`src/sv/cse_pkg.sv`:
```
`default_nettype none
package cse_pkg;

  // Memory address width (8..16); the program counter stays 16 bits.
  localparam int ADDR_WIDTH = 16;

  localparam logic [1:0] KIND_WRITE = 2'd0;
  localparam logic [1:0] KIND_EXEC  = 2'd1;
  localparam logic [1:0] KIND_READ  = 2'd2;
  localparam logic [1:0] KIND_SETPC = 2'd3;

  localparam logic [7:0] OP_DAA  = 8'h27;
  localparam logic [7:0] OP_HLT  = 8'h76;
  localparam logic [7:0] OP_SHLD = 8'h22;
  localparam logic [7:0] OP_LHLD = 8'h2a;

  // register codes
  localparam logic [2:0] RC_B = 3'd0;
  localparam logic [2:0] RC_C = 3'd1;
  localparam logic [2:0] RC_D = 3'd2;
  localparam logic [2:0] RC_E = 3'd3;
  localparam logic [2:0] RC_H = 3'd4;
  localparam logic [2:0] RC_L = 3'd5;
  localparam logic [2:0] RC_M = 3'd6;
  localparam logic [2:0] RC_A = 3'd7;

  // pair codes
  localparam logic [1:0] RP_BC = 2'd0;
  localparam logic [1:0] RP_DE = 2'd1;
  localparam logic [1:0] RP_HL = 2'd2;
  localparam logic [1:0] RP_SP = 2'd3;

  // flag bit positions
  localparam int F_S = 3;
  localparam int F_Z = 2;
  localparam int F_P = 1;
  localparam int F_C = 0;

  typedef enum logic [3:0] {
    S_IDLE, S_WRMEM, S_RDREQ, S_RDCAP, S_SETPC,
    S_OPREQ, S_OPCAP, S_DECODE, S_B1REQ, S_B1CAP, S_B2REQ, S_B2CAP,
    S_DREQ, S_DCAP, S_D2REQ, S_D2CAP
  } state_t;

  typedef enum logic [2:0] {
    MA_ITEM, MA_PC, MA_PC1, MA_PC2, MA_DATA, MA_DATA1
  } mem_sel_t;

  typedef enum logic [1:0] {
    WD_ITEM, WD_EXEC, WD_HIGH
  } wr_sel_t;

  typedef struct packed {
    logic     latch_item;
    mem_sel_t mem_sel;
    logic     mem_rd;
    logic     mem_wr;
    wr_sel_t  wr_sel;
    logic     cap_rd;
    logic     cap_op;
    logic     cap_b1;
    logic     cap_b2;
    logic     cap_t1;
    logic     cap_t2;
    logic     set_fault;
    logic     exec;
    logic     set_pc;
    logic     load_out;
  } cmd_t;

  typedef struct packed {
    logic [1:0] kind;
    logic       fault;
    logic [1:0] len;
    logic       need_rd;
    logic       need_rd2;
    logic       need_wr;
    logic       need_wr2;
  } status_t;

endpackage
`default_nettype wire

```
`src/sv/cse_ctrl.sv`:
```
`default_nettype none
module cse_ctrl (
  input  wire logic             clk,
  input  wire logic             rst,
  input  wire logic             in_valid,
  output logic                  in_ready,
  output logic                  out_valid,
  input  wire logic             out_ready,
  input  wire cse_pkg::status_t st,
  output cse_pkg::cmd_t         cmd
);
  import cse_pkg::*;

  state_t state, state_next;
  logic   exec_go;   // last fetch done: execute and finish this beat
  logic   finish;    // result ready to load
  logic   out_free;

  assign out_free = !out_valid || out_ready;
  assign in_ready = (state == S_IDLE);

  // states that end an item wait here until the output register is free
  always_comb begin
    exec_go = 1'b0;
    finish  = 1'b0;
    unique case (state)
      S_WRMEM, S_RDCAP, S_SETPC: finish = 1'b1;
      S_DECODE: begin
        finish  = st.fault || (st.len == 2'd1 && !st.need_rd);
        exec_go = !st.fault && st.len == 2'd1 && !st.need_rd;
      end
      S_B1CAP: begin
        finish  = (st.len == 2'd2) && !st.need_rd;
        exec_go = finish;
      end
      S_B2CAP: begin
        finish  = !st.need_rd;
        exec_go = finish;
      end
      S_DCAP: begin
        finish  = !st.need_rd2;
        exec_go = finish;
      end
      S_D2CAP: begin
        finish  = 1'b1;
        exec_go = 1'b1;
      end
      default: ;
    endcase
  end

  always_comb begin
    state_next = state;
    unique case (state)
      S_IDLE: if (in_valid) begin
        unique case (st.kind)
          KIND_WRITE: state_next = S_WRMEM;
          KIND_READ:  state_next = S_RDREQ;
          KIND_SETPC: state_next = S_SETPC;
          default:    state_next = S_OPREQ;
        endcase
      end
      S_RDREQ: state_next = S_RDCAP;
      S_OPREQ: state_next = S_OPCAP;
      S_OPCAP: state_next = S_DECODE;
      S_DECODE: begin
        if (finish) begin
          if (out_free && !st.need_wr2) state_next = S_IDLE;
        end else if (st.len != 2'd1) state_next = S_B1REQ;
        else state_next = S_DREQ;
      end
      S_B1REQ: state_next = S_B1CAP;
      S_B1CAP: begin
        if (finish) begin
          if (out_free) state_next = S_IDLE;
        end else if (st.len == 2'd3) state_next = S_B2REQ;
        else state_next = S_DREQ;
      end
      S_B2REQ: state_next = S_B2CAP;
      S_B2CAP: begin
        if (finish) begin
          if (out_free && !st.need_wr2) state_next = S_IDLE;
        end else state_next = S_DREQ;
      end
      S_DREQ: state_next = S_DCAP;
      S_DCAP: begin
        if (finish) begin
          if (out_free) state_next = S_IDLE;
        end else state_next = S_D2REQ;
      end
      S_D2REQ: state_next = S_D2CAP;
      S_D2CAP, S_WRMEM, S_RDCAP, S_SETPC: if (out_free) state_next = S_IDLE;
      default: state_next = S_IDLE;
    endcase
  end

  // SHLD second byte: written in the same wait slot after execute; we
  // handle it by holding in B2CAP with exec done once (see wr2_done).
  logic wr2_done;

  always_comb begin
    cmd = '0;
    cmd.mem_sel = MA_ITEM;
    cmd.wr_sel  = WD_ITEM;
    unique case (state)
      S_IDLE:  cmd.latch_item = in_valid;
      S_WRMEM: begin
        cmd.mem_wr   = out_free;
        cmd.load_out = out_free;
      end
      S_RDREQ: cmd.mem_rd = 1'b1;
      S_RDCAP: begin
        cmd.cap_rd   = 1'b1;
        cmd.load_out = out_free;
      end
      S_SETPC: begin
        cmd.set_pc   = out_free;
        cmd.load_out = out_free;
      end
      S_OPREQ: begin
        cmd.mem_sel = MA_PC;
        cmd.mem_rd  = 1'b1;
      end
      S_OPCAP: cmd.cap_op = 1'b1;
      S_B1REQ: begin
        cmd.mem_sel = MA_PC1;
        cmd.mem_rd  = 1'b1;
      end
      S_B2REQ: begin
        cmd.mem_sel = MA_PC2;
        cmd.mem_rd  = 1'b1;
      end
      S_DREQ: begin
        cmd.mem_sel = MA_DATA;
        cmd.mem_rd  = 1'b1;
      end
      S_D2REQ: begin
        cmd.mem_sel = MA_DATA1;
        cmd.mem_rd  = 1'b1;
      end
      default: ;
    endcase
    unique case (state)
      S_B1CAP: cmd.cap_b1 = 1'b1;
      S_B2CAP: cmd.cap_b2 = !wr2_done;
      S_DCAP:  cmd.cap_t1 = 1'b1;
      S_D2CAP: cmd.cap_t2 = 1'b1;
      default: ;
    endcase
    if (state == S_DECODE && st.fault) begin
      cmd.set_fault = 1'b1;
      cmd.load_out  = out_free;
    end
    if (exec_go) begin
      if (st.need_wr2 && !wr2_done) begin
        // SHLD: execute writes L, a later pass writes H once the output is free, then finishes
        cmd.exec    = 1'b1;
        cmd.mem_wr  = 1'b1;
        cmd.mem_sel = MA_DATA;
        cmd.wr_sel  = WD_EXEC;
      end else if (st.need_wr2) begin
        cmd.mem_wr   = out_free;
        cmd.mem_sel  = MA_DATA1;
        cmd.wr_sel   = WD_HIGH;
        cmd.load_out = out_free;
      end else begin
        cmd.exec     = out_free;
        cmd.mem_wr   = out_free && st.need_wr;
        cmd.mem_sel  = MA_DATA;
        cmd.wr_sel   = WD_EXEC;
        cmd.load_out = out_free;
      end
    end
  end

  always_ff @(posedge clk) begin
    if (rst) begin
      state     <= S_IDLE;
      out_valid <= 1'b0;
      wr2_done  <= 1'b0;
    end else begin
      if (cmd.load_out) begin
        state <= S_IDLE;
        wr2_done <= 1'b0;
      end else begin
        state <= state_next;
        if (cmd.exec && st.need_wr2) wr2_done <= 1'b1;
      end
      if (cmd.load_out)   out_valid <= 1'b1;
      else if (out_ready) out_valid <= 1'b0;
    end
  end

  a_rd_wr_excl: assert property (@(posedge clk) disable iff (rst)
    !(cmd.mem_rd && cmd.mem_wr)) else $error("memory read and write together");
  a_accept_leaves_idle: assert property (@(posedge clk) disable iff (rst)
    (in_valid && in_ready) |=> state != S_IDLE) else $error("accept did not start work");
  a_load_free: assert property (@(posedge clk) disable iff (rst)
    cmd.load_out |-> (!out_valid || out_ready)) else $error("result overwritten");
  a_no_exec_fault: assert property (@(posedge clk) disable iff (rst)
    cmd.exec |-> !st.fault) else $error("faulted opcode executed");
  a_exec_once: assert property (@(posedge clk) disable iff (rst)
    cmd.exec |=> !cmd.exec) else $error("instruction executed twice");

endmodule
`default_nettype wire

```
`config.mk`:
```
export PLATFORM = sky130hd
export DESIGN_NAME = cse_ctrl
export DESIGN_NICKNAME = d
export VERILOG_FILES = /design/src/sv/cse_pkg.sv /design/src/sv/cse_ctrl.sv
export SDC_FILE = /design/constraint.sdc
export NUM_CORES = 1
export LEC_CHECK = 0
export BUFFER_PORTS_ARGS = -buffer_cell sky130_fd_sc_hd__buf_2
export CAP_MARGIN = 5
export CORE_UTILIZATION = 50
export DETAILED_ROUTE_END_ITERATION = 16
export GPL_ROUTABILITY_DRIVEN = 0
export GPL_TIMING_DRIVEN = 1
export PLACE_DENSITY = 0.84
export SKIP_LAST_GASP = 1
export SYNTH_ARGS = -nofsm -noshare
export SYNTH_HDL_FRONTEND = slang
export SYNTH_SLANG_ARGS = --single-unit
```
`constraint.sdc`:
```
create_clock -name clk -period 3.5 [get_ports clk]
set_clock_uncertainty 0.1 [all_clocks]
set_input_delay 0.7 -clock clk [delete_from_list [all_inputs] [get_ports clk]]
set_output_delay 0.7 -clock clk [all_outputs]
set_load 0.005 [all_outputs]
```
-- Yosys cells after proc, flatten, opt, wreduce, memory -nomap -nowiden
Cells that the tools add are included.
- reductions and logical operators: 24
- equality and inequality tests: 22
- multiplexer cells: 40
- operators by type and width (operator ; count):
    one-hot mux 4 bit (13 select lines) ; 1
    == test 4 bit (second input constant) ; 8
    2-to-1 mux 4 bit ; 7
    2-to-1 mux 1 bit ; 22
    2-to-1 mux 3 bit ; 6
    == test 4 x 3 -> 1 bit (second input constant) ; 4
    one-hot mux 3 bit (5 select lines) ; 1
    one-hot mux 1 bit (5 select lines) ; 2
    logical AND 1 bit ; 9
    one-hot mux 3 bit (3 select lines) ; 1
    == test 2 bit (second input constant) ; 4
    == test 4 x 2 -> 1 bit (second input constant) ; 2
    logical NOT 1 bit ; 6
    OR reduction 6 bit ; 1
    == test 4 x 1 -> 1 bit (second input constant) ; 1
    logical NOT 4 bit ; 1
    OR reduction 4 bit ; 1
    OR reduction 3 bit ; 1
    == test 2 x 1 -> 1 bit (second input constant) ; 1
    logical NOT 2 bit ; 1
    logical OR 1 bit ; 2
    != test 2 x 1 -> 1 bit (second input constant) ; 1
    != test 2 bit (second input constant) ; 1
    nonzero test 2 bit ; 1
    OR reduction 2 bit ; 1
- input bits: 13
- output and inout bits: 20
- bits in registers: 6
- word-level logic and storage cells: 89

-- Depth between registers and ports, before layout
- word-level depth: 7
- gate-level depth with buffers: 7

-- Worst setup path after synthesis
OpenSTA, ideal clock, no wires.
- path type: input -> output
- from: input st[5] (netlist name)
- to: output cmd[2] (netlist name)
- stages on the path: 5
- path buffers: 0
- setup slack: 849 ps
- data arrival time: 1851 ps
- cell sequence: nand2b_1 > or4_4 > o211ai_4 > a21boi_2 > o21a_1
- RTL lines (element ; RTL line ; RTL):
    start, declared ; cse_ctrl.sv:9 ; input wire cse_pkg::status_t st,
    end, declared ; cse_ctrl.sv:10 ; output cse_pkg::cmd_t cmd

==> out/results.txt <==
Detail Placement HPWL -> 1614 um
cell family with most CP delay -> compound AO/OA/AOI/OAI gates
Power Dens Cells -> 242.8 nW/um^2
PnR worst setup slack -> 394.8 ps
critical path peak fanout -> 15
PortBufs -> 32
Die Height -> 40.91 um
first-pass GRT wire length -> 3111 um
WL final -> 2175 um
# nets final -> 153
post-route ant nets -> 0
period utilisation layout -> 0.8872
Startpoint Class -> register
Die X -> 40.91 um
synthesis-to-layout area growth -> 26.12%
maximum clock frequency -> 322.0 MHz
Post-CTS Setup Bufs -> 0
Placed Area -> 932.1 um^2
# clock sinks -> 6
post-synthesis sequential area ratio -> 0.1587
Max-slew headroom -> 0.6160
area of the core -> 1350 um^2
CTS buffer count -> 3
clk buf depth -> 2
number of failing hold endpoints at the final stage -> 0
DR vias -> 949
Clk pin slew, worst setup/hold paths -> 40 ps
die area -> 1674 um^2
setup TNS -> 0 ps
IO Pins -> 33
main area contributors after synthesis -> dfxtp_1 16%, a21oi_1 6.6%, nor2_1 5.0%
Synth area leader -> dfxtp_1
gr usage total -> 0.2790
RSZ-0062 raised after global routing -> false
most instantiated cells after synthesis -> 10 x a21oi_1, 10 x nor2_1, 9 x nand2_1
Avg WL per Cell -> 14.22 um
Worst VDD drop -> 0.0002589 V
Slew @ Worst Pin -> 575.2 ps
Initial Util -> 0.5607
pins over their slew limit -> 0
Syn Area/Cell -> 7.075 um^2
initial antenna violation count -> 0
FP Rows -> 13
vias per cell -> 6.203
CTS resizes -> 0
Synth Instances -> 107
Post-synth top flop -> dfxtp_1
vias in the first global route -> 733
synthesized flop and latch total -> 6
syn nets -> 120
Critical Path RT -> 2700 ps
Synth top area share -> 0.1587
worst-path cell chain -> nand2_2, a2111o_1, o211ai_4, a21boi_2, o21a_1, buf_2
final count of negative-setup-slack endpoints -> 0
leakage -> 0.4313 nW
outcome -> finished clean
classification of the worst setup path -> reg -> out
number of flops mapped to enable cells by yosys -> 0
Pre-antenna DRT Iters -> 4
Clock Tree Root -> clkbuf_4
CP Data Arrival Time -> 2310 ps
Tmin final -> 3105 ps
async set-reset flop share out of synthesis -> 0
share of cells above drive strength 1 -> 0.3623
maxcap violations -> 0
YS warnings -> 0
critical path buffer and inverter count -> 1
clk_lat worst skew -> 240 ps
total number of H-tree levels -> 1
slowest stage cell on the critical path -> dfxtp_1
grt total ovfl -> 0
DRC errors left -> 0
Netlist Area Pre-Place -> 757.0 um^2
CP max stage delay -> 680 ps
Worst setup EP type -> output port
HP Class -> reg -> reg
CTS tree -> built
CTS Hold Bufs -> 0
Setup WS pre-CTS -> 563.0 ps
1st-iter DRT viols -> 37
largest net degree at the start of global routing -> 18
final instance area -> 954.7 um^2
count of cell types in the netlist -> 43
ANT cells -> 0
power breakdown:
group	switching, mW	internal [mW]	leakage (nW)
registers	0.00406	0.0729	0.0488
clock network	0.0226	0.0386	0.0138
logic	0.0549	0.0387	0.369
total	0.0816	0.150	0.431
state kept, by name, indices dropped and copies added (netlist names):
name       cells
out_valid      1
state          4
wr2_done       1
final timing paths:
kind | end | slack [ps] | startpoint | depth (start not counted)
setup / recovery | cmd[2] | 390 | state[3] | 6
hold / removal | wr2_done | 470 | wr2_done | 2
setup reg to reg | state[2] | 1190 | state[3] | 6
hold reg to reg | wr2_done | 470 | wr2_done | 2
worst min-delay path, cell delays in order, from the launching register on:
cell and delay [ps]:
dfxtp_1 350, a21oi_1 130, nor2_1 40
cell type report:
class | count | area (um^2)
multi-input combinational | 87 | 580.6
timing repair buffer | 36 | 190.2
sequential | 6 | 120.1
fill | 119 | 395.4
tap | 15 | 18.77
inverter | 6 | 22.52
clock buffer | 3 | 22.52
cells in the final DEF (no fill, tap or decap), types with 2 or more instances in the layout:
cell and n:
buf_4 4, nor3_1 7, a21oi_1 10, nor2_1 10, o22ai_1 2, o31ai_1 3
and2_1 2, o41ai_1 2, nand2_1 9, dfxtp_1 6, a211o_1 2, a31oi_1 2
nor4_1 3, o21ai_0 5, inv_1 6, nand2_2 2, clkbuf_4 3, nand2b_1 4
buf_2 32
layer usage:
metal	up-vias	global-route usage	routed length [um]
li1	469	-	-
met1	428	0.3607	960
met2	50	0.4727	1027
met3	2	0.07065	174
met4	0	0.03333	12
met5	-	0	0
stage by stage:
step	total power, mW	hold slack, ps	instances	utilization
6_report	0.2318	468.6	153	0.7071
5_1_grt	0.2472	491.6	153	0.7071
4_1_cts	0.2331	465.0	153	0.7071
3_5_place_dp	0.1706	458.8	150	0.6905
3_3_place_gp	0.1686	479.1	150	0.6905
2_1_floorplan	0.1369	420.1	107	-
logic make-up (layout without fill, tap and decap cells):
group / after synthesis / count (layout) / share of synthesized area
xor+xnor: 2 / 2 / 0.02314
simple gates: 45 / 45 / 0.3322
buf+inv: 14 / 45 / 0.07437
flops: 6 / 6 / 0.1587
compound gates: 40 / 40 / 0.4116
Power figures use the tool's default switching activity.
